==> src/rtl/kbd_pkg.sv <==
package kbd_pkg;

  // field widths of the keyboard channel
  localparam int KeyW      = 8;
  localparam int CharW     = 8;
  localparam int WordW     = 32;
  localparam int OpW       = 3;
  localparam int CharShift = 8;

  // operation codes
  typedef enum logic [OpW-1:0] {
    OpKeypress = 3'd0,
    OpReadKey  = 3'd1,
    OpSetState = 3'd2,
    OpQuery    = 3'd3,
    OpClear    = 3'd4
  } op_e;

  // control sequencer states
  typedef enum logic {
    StIdle,
    StExec
  } state_e;

  // fifo commit controls
  typedef struct packed {
    logic push;
    logic pop;
    logic clear;
  } fifo_ctrl_t;

  // key state commit controls
  typedef struct packed {
    logic set_mods;
    logic set_held;
    logic clear;
  } keymap_ctrl_t;

endpackage

==> src/rtl/keyboard_event_fifo_and_key_state.sv <==
// Keyboard event queue with pressed-key tracking.
// Input channel (in_valid_i / in_ready_o) carries one operation per transfer:
// keypress, read key, set key state, query key or clear. Output channel
// (out_valid_o / out_ready_i) returns exactly one result per operation, in order:
// the popped word for a read, the fifo nonempty flag after the operation,
// the query match and the dropped flag of a keypress into a full fifo.
// The synchronous reads of the word memory and the pressed-key memory happen
// at the transfer edge; the modify, write back and output load happen at the
// commit edge, once the output register is free.
// One operation is in flight at a time, set by the read-then-commit sequence
// on the memories: no new input is taken until it commits; the next input is
// taken while a result still sits in the output register.
// If the receiver stalls, a finished operation waits in its commit cycle
// until the output register frees up, and no new input is taken meanwhile.
// Reset clears the pointers, full flag, modifier register, pressed-key marks
// and output valid; the word memory contents stay undefined until written.
module keyboard_event_fifo_and_key_state
  import kbd_pkg::*;
#(
  parameter int FIFO_DEPTH   = 16,
  parameter int OVERRUN_CODE = 255,
  parameter int UNKNOWN_CODE = 0
) (
  input  logic             clk_i,
  input  logic             rst_ni,
  input  logic             in_valid_i,
  output logic             in_ready_o,
  input  logic [OpW-1:0]   op_i,
  input  logic [KeyW-1:0]  key_i,
  input  logic [WordW-1:0] modifiers_i,
  input  logic [CharW-1:0] char_code_i,
  input  logic             is_down_i,
  input  logic [WordW-1:0] mod_on_i,
  input  logic [WordW-1:0] mod_off_i,
  output logic             out_valid_o,
  input  logic             out_ready_i,
  output logic [WordW-1:0] read_word_o,
  output logic             have_key_o,
  output logic             match_o,
  output logic             dropped_o
);

  localparam logic [KeyW-1:0] OverrunKey = KeyW'(OVERRUN_CODE);
  localparam logic [KeyW-1:0] UnknownKey = KeyW'(UNKNOWN_CODE);

  state_e           state_q, state_d;
  logic             accept, commit, out_free;

  logic [OpW-1:0]   op_q;
  logic [KeyW-1:0]  key_q;
  logic [WordW-1:0] mods_q;
  logic [CharW-1:0] char_q;
  logic             down_q;
  logic [WordW-1:0] mon_q;
  logic [WordW-1:0] moff_q;

  fifo_ctrl_t       fifo_ctrl;
  keymap_ctrl_t     km_ctrl;
  logic [WordW-1:0] fifo_wdata, fifo_rdata;
  logic             fifo_full, fifo_nonempty, fifo_have_key;
  logic             held;
  logic [WordW-1:0] cur_mods;
  logic             key_in_map;

  logic             out_valid_q, out_valid_d;
  logic [WordW-1:0] read_word_q, read_word_d;
  logic             have_key_q, match_q, match_d, dropped_q, dropped_d;

  // next state
  always_comb begin
    state_d = state_q;
    case (state_q)
      StIdle: begin
        if (in_valid_i) begin
          state_d = StExec;
        end
      end
      StExec: begin
        if (out_free) begin
          state_d = StIdle;
        end
      end
      default: state_d = StIdle;
    endcase
  end

  // sequencer outputs
  always_comb begin
    in_ready_o = 1'b0;
    commit     = 1'b0;
    case (state_q)
      StIdle:  in_ready_o = 1'b1;
      StExec:  commit     = out_free;
      default: ;
    endcase
  end

  assign accept   = in_valid_i & in_ready_o;
  assign out_free = ~out_valid_q | out_ready_i;

  always_ff @(posedge clk_i or negedge rst_ni) begin
    if (!rst_ni) begin
      state_q <= StIdle;
    end else begin
      state_q <= state_d;
    end
  end

  // capture operation at transfer
  always_ff @(posedge clk_i) begin
    if (accept) begin
      op_q   <= op_i;
      key_q  <= key_i;
      mods_q <= modifiers_i;
      char_q <= char_code_i;
      down_q <= is_down_i;
      mon_q  <= mod_on_i;
      moff_q <= mod_off_i;
    end
  end

  assign key_in_map = (key_q < OverrunKey);
  assign fifo_wdata = WordW'(key_q) | mods_q | (WordW'(char_q) << CharShift);

  // commit decode and result values
  always_comb begin
    fifo_ctrl   = '0;
    km_ctrl     = '0;
    read_word_d = WordW'(UnknownKey);
    match_d     = 1'b0;
    dropped_d   = 1'b0;
    case (op_e'(op_q))
      OpKeypress: begin
        if (key_q != OverrunKey) begin
          if (fifo_full) begin
            dropped_d = 1'b1;
          end else begin
            fifo_ctrl.push = commit;
          end
        end
      end
      OpReadKey: begin
        if (fifo_nonempty) begin
          read_word_d   = fifo_rdata;
          fifo_ctrl.pop = commit;
        end
      end
      OpSetState: begin
        km_ctrl.set_mods = commit;
        km_ctrl.set_held = commit & (key_q != UnknownKey) & key_in_map;
      end
      OpQuery: begin
        match_d = key_in_map & ((cur_mods & mon_q) == mon_q) &
                  ((cur_mods & moff_q) == '0) & held;
      end
      OpClear: begin
        fifo_ctrl.clear = commit;
        km_ctrl.clear   = commit;
      end
      default: ;
    endcase
  end

  kbd_fifo #(
    .Depth(FIFO_DEPTH)
  ) u_fifo (
    .clk_i,
    .rst_ni,
    .rd_en_i   (accept),
    .ctrl_i    (fifo_ctrl),
    .wdata_i   (fifo_wdata),
    .rdata_o   (fifo_rdata),
    .full_o    (fifo_full),
    .nonempty_o(fifo_nonempty),
    .have_key_o(fifo_have_key)
  );

  kbd_keymap #(
    .Depth(OVERRUN_CODE)
  ) u_keymap (
    .clk_i,
    .rst_ni,
    .rd_en_i  (accept & (key_i < OverrunKey)),
    .rd_key_i (key_i),
    .ctrl_i   (km_ctrl),
    .wr_key_i (key_q),
    .wr_down_i(down_q),
    .mods_i   (mods_q),
    .held_o   (held),
    .mods_o   (cur_mods)
  );

  // output register
  always_comb begin
    out_valid_d = out_valid_q;
    if (commit) begin
      out_valid_d = 1'b1;
    end else if (out_ready_i) begin
      out_valid_d = 1'b0;
    end
  end

  always_ff @(posedge clk_i or negedge rst_ni) begin
    if (!rst_ni) begin
      out_valid_q <= 1'b0;
    end else begin
      out_valid_q <= out_valid_d;
    end
  end

  always_ff @(posedge clk_i) begin
    if (commit) begin
      read_word_q <= read_word_d;
      have_key_q  <= fifo_have_key;
      match_q     <= match_d;
      dropped_q   <= dropped_d;
    end
  end

  assign out_valid_o = out_valid_q;
  assign read_word_o = read_word_q;
  assign have_key_o  = have_key_q;
  assign match_o     = match_q;
  assign dropped_o   = dropped_q;

endmodule

==> src/rtl/kbd_fifo.sv <==
module kbd_fifo
  import kbd_pkg::*;
#(
  parameter int Depth = 16
) (
  input  logic             clk_i,
  input  logic             rst_ni,
  input  logic             rd_en_i,
  input  fifo_ctrl_t       ctrl_i,
  input  logic [WordW-1:0] wdata_i,
  output logic [WordW-1:0] rdata_o,
  output logic             full_o,
  output logic             nonempty_o,
  output logic             have_key_o
);

  localparam int PtrW = $clog2(Depth);

  logic [WordW-1:0] mem [Depth];
  logic [WordW-1:0] rdata_q;
  logic [PtrW-1:0]  wptr_q, wptr_d;
  logic [PtrW-1:0]  rptr_q, rptr_d;
  logic             full_q, full_d;
  logic [PtrW-1:0]  wptr_adv, rptr_adv;

  // ring pointer increment with wrap
  function automatic logic [PtrW-1:0] advance(input logic [PtrW-1:0] p);
    logic [PtrW-1:0] r;
    if (p == PtrW'(Depth - 1)) begin
      r = '0;
    end else begin
      r = p + PtrW'(1);
    end
    return r;
  endfunction

  assign wptr_adv = advance(wptr_q);
  assign rptr_adv = advance(rptr_q);

  // pointer and full flag update
  always_comb begin
    wptr_d = wptr_q;
    rptr_d = rptr_q;
    full_d = full_q;
    if (ctrl_i.clear) begin
      wptr_d = '0;
      rptr_d = '0;
      full_d = 1'b0;
    end else if (ctrl_i.push) begin
      wptr_d = wptr_adv;
      full_d = (wptr_adv == rptr_q);
    end else if (ctrl_i.pop) begin
      rptr_d = rptr_adv;
      full_d = 1'b0;
    end
  end

  always_ff @(posedge clk_i or negedge rst_ni) begin
    if (!rst_ni) begin
      wptr_q <= '0;
      rptr_q <= '0;
      full_q <= 1'b0;
    end else begin
      wptr_q <= wptr_d;
      rptr_q <= rptr_d;
      full_q <= full_d;
    end
  end

  // word storage, write at commit
  always_ff @(posedge clk_i) begin
    if (ctrl_i.push) begin
      mem[wptr_q] <= wdata_i;
    end
  end

  // head read, issued at input transfer
  always_ff @(posedge clk_i) begin
    if (rd_en_i) begin
      rdata_q <= mem[rptr_q];
    end
  end

  assign rdata_o    = rdata_q;
  assign full_o     = full_q;
  assign nonempty_o = full_q | (wptr_q != rptr_q);
  assign have_key_o = full_d | (wptr_d != rptr_d);

endmodule

==> src/rtl/kbd_keymap.sv <==
module kbd_keymap
  import kbd_pkg::*;
#(
  parameter int Depth = 255
) (
  input  logic             clk_i,
  input  logic             rst_ni,
  input  logic             rd_en_i,
  input  logic [KeyW-1:0]  rd_key_i,
  input  keymap_ctrl_t     ctrl_i,
  input  logic [KeyW-1:0]  wr_key_i,
  input  logic             wr_down_i,
  input  logic [WordW-1:0] mods_i,
  output logic             held_o,
  output logic [WordW-1:0] mods_o
);

  localparam int AddrW = $clog2(Depth);

  logic             mem [Depth];
  logic [Depth-1:0] vld_q, vld_d;
  logic             ram_q;
  logic             vld_rd_q;
  logic [WordW-1:0] mods_q, mods_d;
  logic [AddrW-1:0] rd_addr, wr_addr;

  assign rd_addr = rd_key_i[AddrW-1:0];
  assign wr_addr = wr_key_i[AddrW-1:0];

  // written marks, entries not marked read as released
  always_comb begin
    vld_d = vld_q;
    if (ctrl_i.clear) begin
      vld_d = '0;
    end else if (ctrl_i.set_held) begin
      vld_d[wr_addr] = 1'b1;
    end
  end

  // modifier register
  always_comb begin
    mods_d = mods_q;
    if (ctrl_i.clear) begin
      mods_d = '0;
    end else if (ctrl_i.set_mods) begin
      mods_d = mods_i;
    end
  end

  always_ff @(posedge clk_i or negedge rst_ni) begin
    if (!rst_ni) begin
      vld_q  <= '0;
      mods_q <= '0;
    end else begin
      vld_q  <= vld_d;
      mods_q <= mods_d;
    end
  end

  // pressed bit storage
  always_ff @(posedge clk_i) begin
    if (ctrl_i.set_held) begin
      mem[wr_addr] <= wr_down_i;
    end
  end

  // registered lookup of one key
  always_ff @(posedge clk_i) begin
    if (rd_en_i) begin
      ram_q    <= mem[rd_addr];
      vld_rd_q <= vld_q[rd_addr];
    end
  end

  assign held_o = ram_q & vld_rd_q;
  assign mods_o = mods_q;

endmodule

==> config.mk <==
export PLATFORM = sky130hd
export DESIGN_NAME = keyboard_event_fifo_and_key_state
export DESIGN_NICKNAME = d
export VERILOG_FILES = /design/src/rtl/kbd_pkg.sv /design/src/rtl/keyboard_event_fifo_and_key_state.sv /design/src/rtl/kbd_fifo.sv /design/src/rtl/kbd_keymap.sv
export SDC_FILE = /design/constraint.sdc
export NUM_CORES = 1
export LEC_CHECK = 0
export BUFFER_PORTS_ARGS = -buffer_cell sky130_fd_sc_hd__buf_4
export CORE_UTILIZATION = 60
export CTS_CLUSTER_SIZE = 25
export DETAILED_ROUTE_END_ITERATION = 10
export GPL_TIMING_DRIVEN = 0
export PLACE_DENSITY = 0.81
export SYNTH_ARGS = -nofsm -noshare
export SYNTH_HDL_FRONTEND = slang
export SYNTH_HIERARCHICAL = 1
export SYNTH_SLANG_ARGS = --single-unit
export TNS_END_PERCENT = 1
==> constraint.sdc <==
create_clock -name clk_i -period 11.2 [get_ports clk_i]
set_input_delay 3.36 -clock clk_i [delete_from_list [all_inputs] [get_ports clk_i]]
set_output_delay 3.36 -clock clk_i [all_outputs]
set_load 0.05 [all_outputs]
== Word-level counts from Yosys, hierarchy flattened ==
Memories as Yosys holds them, arrays and structs flattened. A register that Yosys moved wholly into a read port is not among the register bits.
Cells that the tools add are included.

* Word-level logic and storage cells: 103
* Output and inout bits: 37
* Memories kept: 2
* Bits in writable memories: 767
* Input bits: 120
* ROM bits: 0
* Bits in latches: 0
* Register bits after elaboration: 450

{| class="wikitable"
|+ Memories
! memory !! depth !! width !! read ports !! clocked after memory_dff !! wr ports !! line !! RTL
|-
| u_fifo.mem || 16 || 32 || 1 || 1 || 1 || kbd_fifo.sv:19 || <nowiki>logic [WordW-1:0] mem [Depth];</nowiki>
|-
| u_keymap.mem || 255 || 1 || 1 || 1 || 1 || kbd_keymap.sv:20 || <nowiki>logic mem [Depth];</nowiki>
|}

* Magnitude comparators: 5
* Shift-type cells: 0
* $add $sub $neg: 2
* Multiply operators: 0
* Equality and inequality tests: 11
* Reductions and logical operators: 9
* Divide/modulo/power cells: 0
* Bitwise operators: 18
* Multiplexer cells: 37

{| class="wikitable"
|+ Operator list
! kind !! count
|-
| 255-bit 2-to-1 mux || 2
|-
| 255-bit bitwise OR || 1
|-
| 32-bit AND || 2
|-
| 32-bit 2-to-1 mux || 2
|-
| 32-bit equality test || 1
|-
| 32-bit zero test || 1
|-
| 32-bit by 16-bit bitwise OR with 32-bit output || 1
|-
| 8-bit by 32-bit bitwise OR with 32-bit output || 1
|-
| 4-bit 2-to-1 mux || 7
|-
| 1-bit 2-to-1 mux || 22
|-
| 8-bit by 9-bit less-than comparator with 1-bit output, second input constant || 2
|-
| 8-bit less-than comparator, second input constant || 2
|-
| 4-bit by 1-bit adder with 4-bit output, second input constant || 2
|-
| 1-bit AND || 8
|-
| 1-bit binary-select mux with 8-bit select || 1
|-
| 1-bit demux with 8-bit select || 1
|-
| 4-bit equality test, second input constant || 2
|-
| 8-bit by 1-bit >= comparator with 1-bit output, second input constant || 1
|-
| 4-bit != test || 2
|-
| 8-bit != test, second input constant || 1
|-
| 8-bit nonzero test || 1
|-
| 3-bit by 2-bit equality test with 1-bit output, second input constant || 2
|-
| 2-bit nonzero test || 3
|-
| 4-bit equality test || 1
|-
| 9 further kinds || 13
|}

== Depth between registers and ports, before layout ==
* Word-level depth: 10
* Depth in mapped cells: 13
* Mapped depth without buffers: 10

== Cells and area by module ==
Netlist, hierarchy kept.

{| class="wikitable"
|+ Modules (own cells, without submodules)
! module !! sequential area each (um^2) !! area an instance (um^2) !! cells each !! times used
|-
| kbd_keymap || 14899.3 || 23256.1 || 1827 || 1
|-
| kbd_fifo || 16560.9 || 20937.6 || 839 || 1
|-
| keyboard_event_fifo_and_key_state || 4584.4 || 5490.3 || 302 || 1
|}

== Worst setup path after synthesis ==
Ideal clock, no wire load.

* Path type: input -> register
* Start: input in_valid_i
* End: register u_keymap.ram_q, read port of u_keymap.mem, enable pin
* Stages: 2
* Data required time: 10.887 ns
* Setup slack: 0.544 ns
* Data arrival time: 10.343 ns
* Library setup time: 0.313 ns
* Cell sequence: nor2b_1 > o21a_1

* Longest elaborated chain between the ends: 2

{| class="wikitable"
|+ RTL lines
! item !! line !! RTL
|-
| start: declaration || keyboard_event_fifo_and_key_state.sv:26 || <nowiki>input logic in_valid_i,</nowiki>
|-
| 1-bit AND || keyboard_event_fifo_and_key_state.sv:98 || <nowiki>assign accept = in_valid_i & in_ready_o;</nowiki>
|-
| 1-bit AND || keyboard_event_fifo_and_key_state.sv:183 || <nowiki>.rd_en_i (accept & (key_i < OverrunKey)),</nowiki>
|-
| end: declaration || kbd_keymap.sv:22 || <nowiki>logic ram_q;</nowiki>
|}

No other way between the ends.
A chain may end at the register's enable or synchronous reset.

==> impl_results.rst <==
.. list-table::
   :header-rows: 1

   * - Metric
     - Value
   * - Run status
     - finished, violations left
   * - Violations in the final reports
     - max-capacitance violations
   * - Synthesized instance count
     - ~3000
   * - First-pass GRT wire length
     - 208 mm
   * - Timing-limited maximum frequency
     - 147 MHz
   * - Post-CTS Setup Repair Bufs
     - 0
   * - Placed wire-length estimate
     - approximately 93 mm
   * - Ratio of routed vias to standard cells
     - around 6.8
   * - Yosys cell types
     - 69
   * - Final hold violation count
     - 0
   * - Total negative slack
     - 0 ns
   * - Clock input transition at the sequential cells of the worst setup and hold paths
     - 0.06 ns
   * - Crit path buffers/inverters
     - 2
   * - Core region area
     - a little over 80000 um2
   * - Met2 demand-to-capacity share in global routing
     - between 50% and 60%
   * - WL per Instance
     - approximately 33 um
   * - Die area
     - around 84000 um2
   * - Number of max-slew violations in the final report
     - 0
   * - Area share of the leading cell type in the synthesized netlist
     - 57.5%
   * - Req. time, crit path
     - around 12 ns
   * - Post-synth EDFFs
     - roughly 950
   * - Min-Delay Endpoint
     - u_keymap/vld_q[181]$_DFFE_PN0P_
   * - Crit path capture type
     - register
   * - Number of remaining DRC errors
     - 0
   * - Total wirelength of the detailed-routed design
     - ~150 mm
   * - Power Dens Cells
     - 202 nW/um2
   * - Post-synthesis sequential area ratio
     - slightly above 70%
   * - Number of register bits inferred by synthesis
     - 1250
   * - Regs by FF count
     - u_fifo/mem: 512 flops, u_keymap/mem: 255 flops, u_keymap/vld_q: 255 flops
   * - Height of the die
     - slightly below 300 um
   * - Worst max-slew margin expressed relative to the limit
     - 1.28%
   * - Shortest period the worst path allows
     - around 7 ns
   * - Final-stage net count
     - ~3400
   * - Largest register FFs
     - approximately 510
   * - H-tree levels
     - 3
   * - Clk sinks
     - 1250
   * - Final Non-Filler Cells
     - ~4500
   * - Total overflow reported by the global router
     - 0
   * - Most common library cells after synthesis
     - 952 x sky130_fd_sc_hd__edfxtp_1, 774 x sky130_fd_sc_hd__nor2_1, 298 x sky130_fd_sc_hd__dfrtp_1
   * - Worst hold-check path type
     - reg2reg
   * - FF-to-FF setup slack
     - ~6.6 ns
   * - Smallest setup slack after layout
     - around 4.4 ns
   * - Library cell used as clock root buffer
     - sky130_fd_sc_hd__clkbuf_16
   * - Max Fanout on Critical Path
     - 10
   * - Starting density of the core
     - 60.6%
   * - Number of violations reported at the end of detailed-routing iteration 0
     - ~4300
   * - Top area cells in the synthesized netlist
     - sky130_fd_sc_hd__edfxtp_1 58%, sky130_fd_sc_hd__dfrtp_1 15%, sky130_fd_sc_hd__mux4_2 11%, sky130_fd_sc_hd__nor2_1 5.8%, sky130_fd_sc_hd__mux4_1 2.0%
   * - Cell type with the largest total area after synthesis
     - sky130_fd_sc_hd__edfxtp_1
   * - Std-Cell Rows
     - 105
   * - Antenna-violating nets left
     - 0
   * - Final worst clock skew
     - between 0.07 and 0.08 ns
   * - Avg Cell Area, Syn
     - roughly 17 um2
   * - Count of buffers inserted at the top-level ports
     - 156
   * - Arrival @ worst endpoint
     - between 7 and 8 ns
   * - Overall power after layout
     - ~12 mW
   * - Maximum buffer depth of the clock tree
     - 3
   * - Width of the die
     - between 200 and 300 um
   * - Count of hold buffers inserted by post-cts repair
     - 0
   * - Leak pwr
     - 20.5 nW
   * - Post-Syn Nets
     - 3093
   * - Startpoint Class
     - input port
   * - Maximum number of pins on one net before global-route repair
     - 122
   * - Final worst-path cycle share
     - about three fifths
   * - Total standard cell area after synthesis
     - roughly 50000 um2
   * - Slowest library cell on the worst path
     - sky130_fd_sc_hd__nor4b_1
   * - Number of max-cap violations
     - 1
   * - YS warnings
     - 6
   * - Most frequent cell after synthesis
     - sky130_fd_sc_hd__edfxtp_1
   * - Cell family contributing the most delay on the critical path
     - simple AND/OR/NAND/NOR gates
   * - Vias in the first global route
     - 31000
   * - Fraction of layout instances using a drive strength above 1
     - roughly 22%
   * - Unrepaired setup endpoints after global routing
     - false
   * - Cell-by-cell listing of the critical path
     - buf_4 > nand2b_1 > nand2_1 > nor4b_1 > and2_1 > nor3b_1 > nand3_1 > clkbuf_1 > nor2_1
   * - Most heavily used metal layer in global routing
     - met2
   * - IO Count
     - around 160
   * - Stage delay of the slowest cell on the critical path
     - between 0.9 and 1 ns
   * - Cts repair resizes
     - 0
   * - Predominant post-synthesis flop cell
     - sky130_fd_sc_hd__edfxtp_1
   * - Proportion of register bits with asynchronous set or reset after synthesis
     - a little under a quarter
   * - Max IR drop VDD
     - 141 uV
   * - Beginning of the worst register-to-register path
     - u_fifo/rptr_q[1]$_DFF_PN0_
   * - Initial antenna violation count
     - 7
   * - Via total after detailed routing
     - 30500
   * - Clock tree from TritonCTS
     - built
   * - Crit path kind
     - in2reg
   * - Met1 track demand over resource in global routing
     - between 40% and 50%
   * - Number of cells traversed by the worst hold path
     - 2
   * - Met3 track demand over resource
     - 8.77%
   * - Final setup fails
     - 0
   * - Register with the most flip-flops
     - u_fifo/mem
   * - GPL Wtd Cong
     - around 0.99
   * - Filler instances
     - 4943
   * - Clock buffer count from CTS
     - 116
   * - Dpl cells
     - roughly 4200
   * - Depth of the worst register-to-register path
     - 13
   * - Layout overhead on the synthesized area
     - 14.6%
   * - Capturing point of the worst reg2reg path
     - have_key_o$_DFFE_PP_
   * - Length of the first detailed-routing pass in iterations
     - 6
   * - Slew of the pin with the lowest slew margin
     - ~1.5 ns
   * - Post-Place Setup Slack
     - between 3 and 4 ns
   * - Global-route usage over all layers
     - 35.2%
   * - Clock latency reported for the late side of the worst-skew pair
     - 0.74 ns
   * - Launch instance of the worst min-delay path
     - u_keymap/vld_q[181]$_DFFE_PN0P_
-- kinds of logic (layout without fill, tap and decap cells) --
kind of cell    Yosys count  after routing  synth area share [%]
compound gates          158            158                  2.50
xor+xnor                 13             13                 0.229
fa+ha+maj                 5              5                 0.126
buf+inv                 196            611                  1.98
flops                  1250           1250                  72.5
mux                     351            351                  14.3
other cells               0              4                     0
simple gates            995            995                  8.33
-- where the power goes --
group,internal [mW],switching [mW],leakage (nW)
sequential,5.41,0.257,12.7
combinational,0.744,1.17,5.91
clock,2.20,1.75,1.84
total,8.35,3.17,20.5
-- per-layer routing --
layer  share of wire [%]  routed length, um
met5               0.041                 60
met4                 7.0              10100
met3                  12              17200
met2                  48              70400
met1                  33              47900
-- worst reg2reg max path, stage by stage (launching register included) --
cell and delay (ns):
sky130_fd_sc_hd__dfrtp_1 0.36, sky130_fd_sc_hd__buf_2 0.20, sky130_fd_sc_hd__buf_2 0.29, sky130_fd_sc_hd__clkbuf_1 0.85
sky130_fd_sc_hd__xor2_1 0.21, sky130_fd_sc_hd__nor2_1 0.07, sky130_fd_sc_hd__nand4_1 0.11, sky130_fd_sc_hd__and4bb_2 0.38
sky130_fd_sc_hd__and3_1 0.39, sky130_fd_sc_hd__nand3b_1 0.14, sky130_fd_sc_hd__or3_1 0.37, sky130_fd_sc_hd__a21oi_1 0.26
sky130_fd_sc_hd__xor2_1 0.09, sky130_fd_sc_hd__or4_1 0.59
-- final cells by class --
| cell class | count | area, um2 | area share, % |
|---|---|---|---|
| diodes | 4 | 10.0 | 0.0176 |
| plain buffers | 161 | 851 | 1.49 |
| clock buffers | 170 | 3240 | 5.68 |
| clock inverters | 48 | 566 | 0.993 |
| inverters | 35 | 131 | 0.231 |
| multi-input cells | 1522 | 12800 | 22.4 |
| flip-flops and latches | 1250 | 36000 | 63.3 |
| well taps | 1070 | 1340 | 2.35 |
| repair buffers | 197 | 2000 | 3.51 |
-- placed cells by master, fill, tap and decap left out, drive strengths merged, types with 17 or more instances in the layout --
master	instances
and2	36
inv	40
nand4	17
mux2	19
mux2i	58
o21ba	30
mux4	274
nand3	22
edfxtp	952
buf	265
a21oi	23
clkbuf	263
nand2	60
dfrtp	298
or2	18
clkinv	33
nor2b	18
nor2	774
a22oi	35
-- per-stage QoR --
step | area [um2] | hold slack, ns | utilization (%)
6_report | 56900 | 0.500 | 69.5
3_5_place_dp | 53100 | 0.481 | 64.8
3_3_place_gp | 52200 | 0.470 | 63.7
5_1_grt | 56900 | 0.508 | 69.5
4_1_cts | 56900 | 0.499 | 69.5
2_1_floorplan | 49700 | 0.458 | -
-- worst max path at each step --
stage / start / to / cells after the start
5_1_grt: out_ready_i / u_keymap/mem[147]$_DFFE_PP_ / 9
3_5_place_dp: out_ready_i / u_keymap/mem[179]$_DFFE_PP_ / 9
3_3_place_gp: in_valid_i / u_keymap/vld_rd_q$_DFFE_PP_ / 3
4_1_cts: out_ready_i / u_keymap/mem[99]$_DFFE_PP_ / 9
6_report: out_ready_i / u_keymap/mem[99]$_DFFE_PP_ / 9
2_1_floorplan: in_valid_i / u_keymap/ram_q$_DFFE_PP_ / 2
Note: power is estimated with default switching activity, not from simulation.
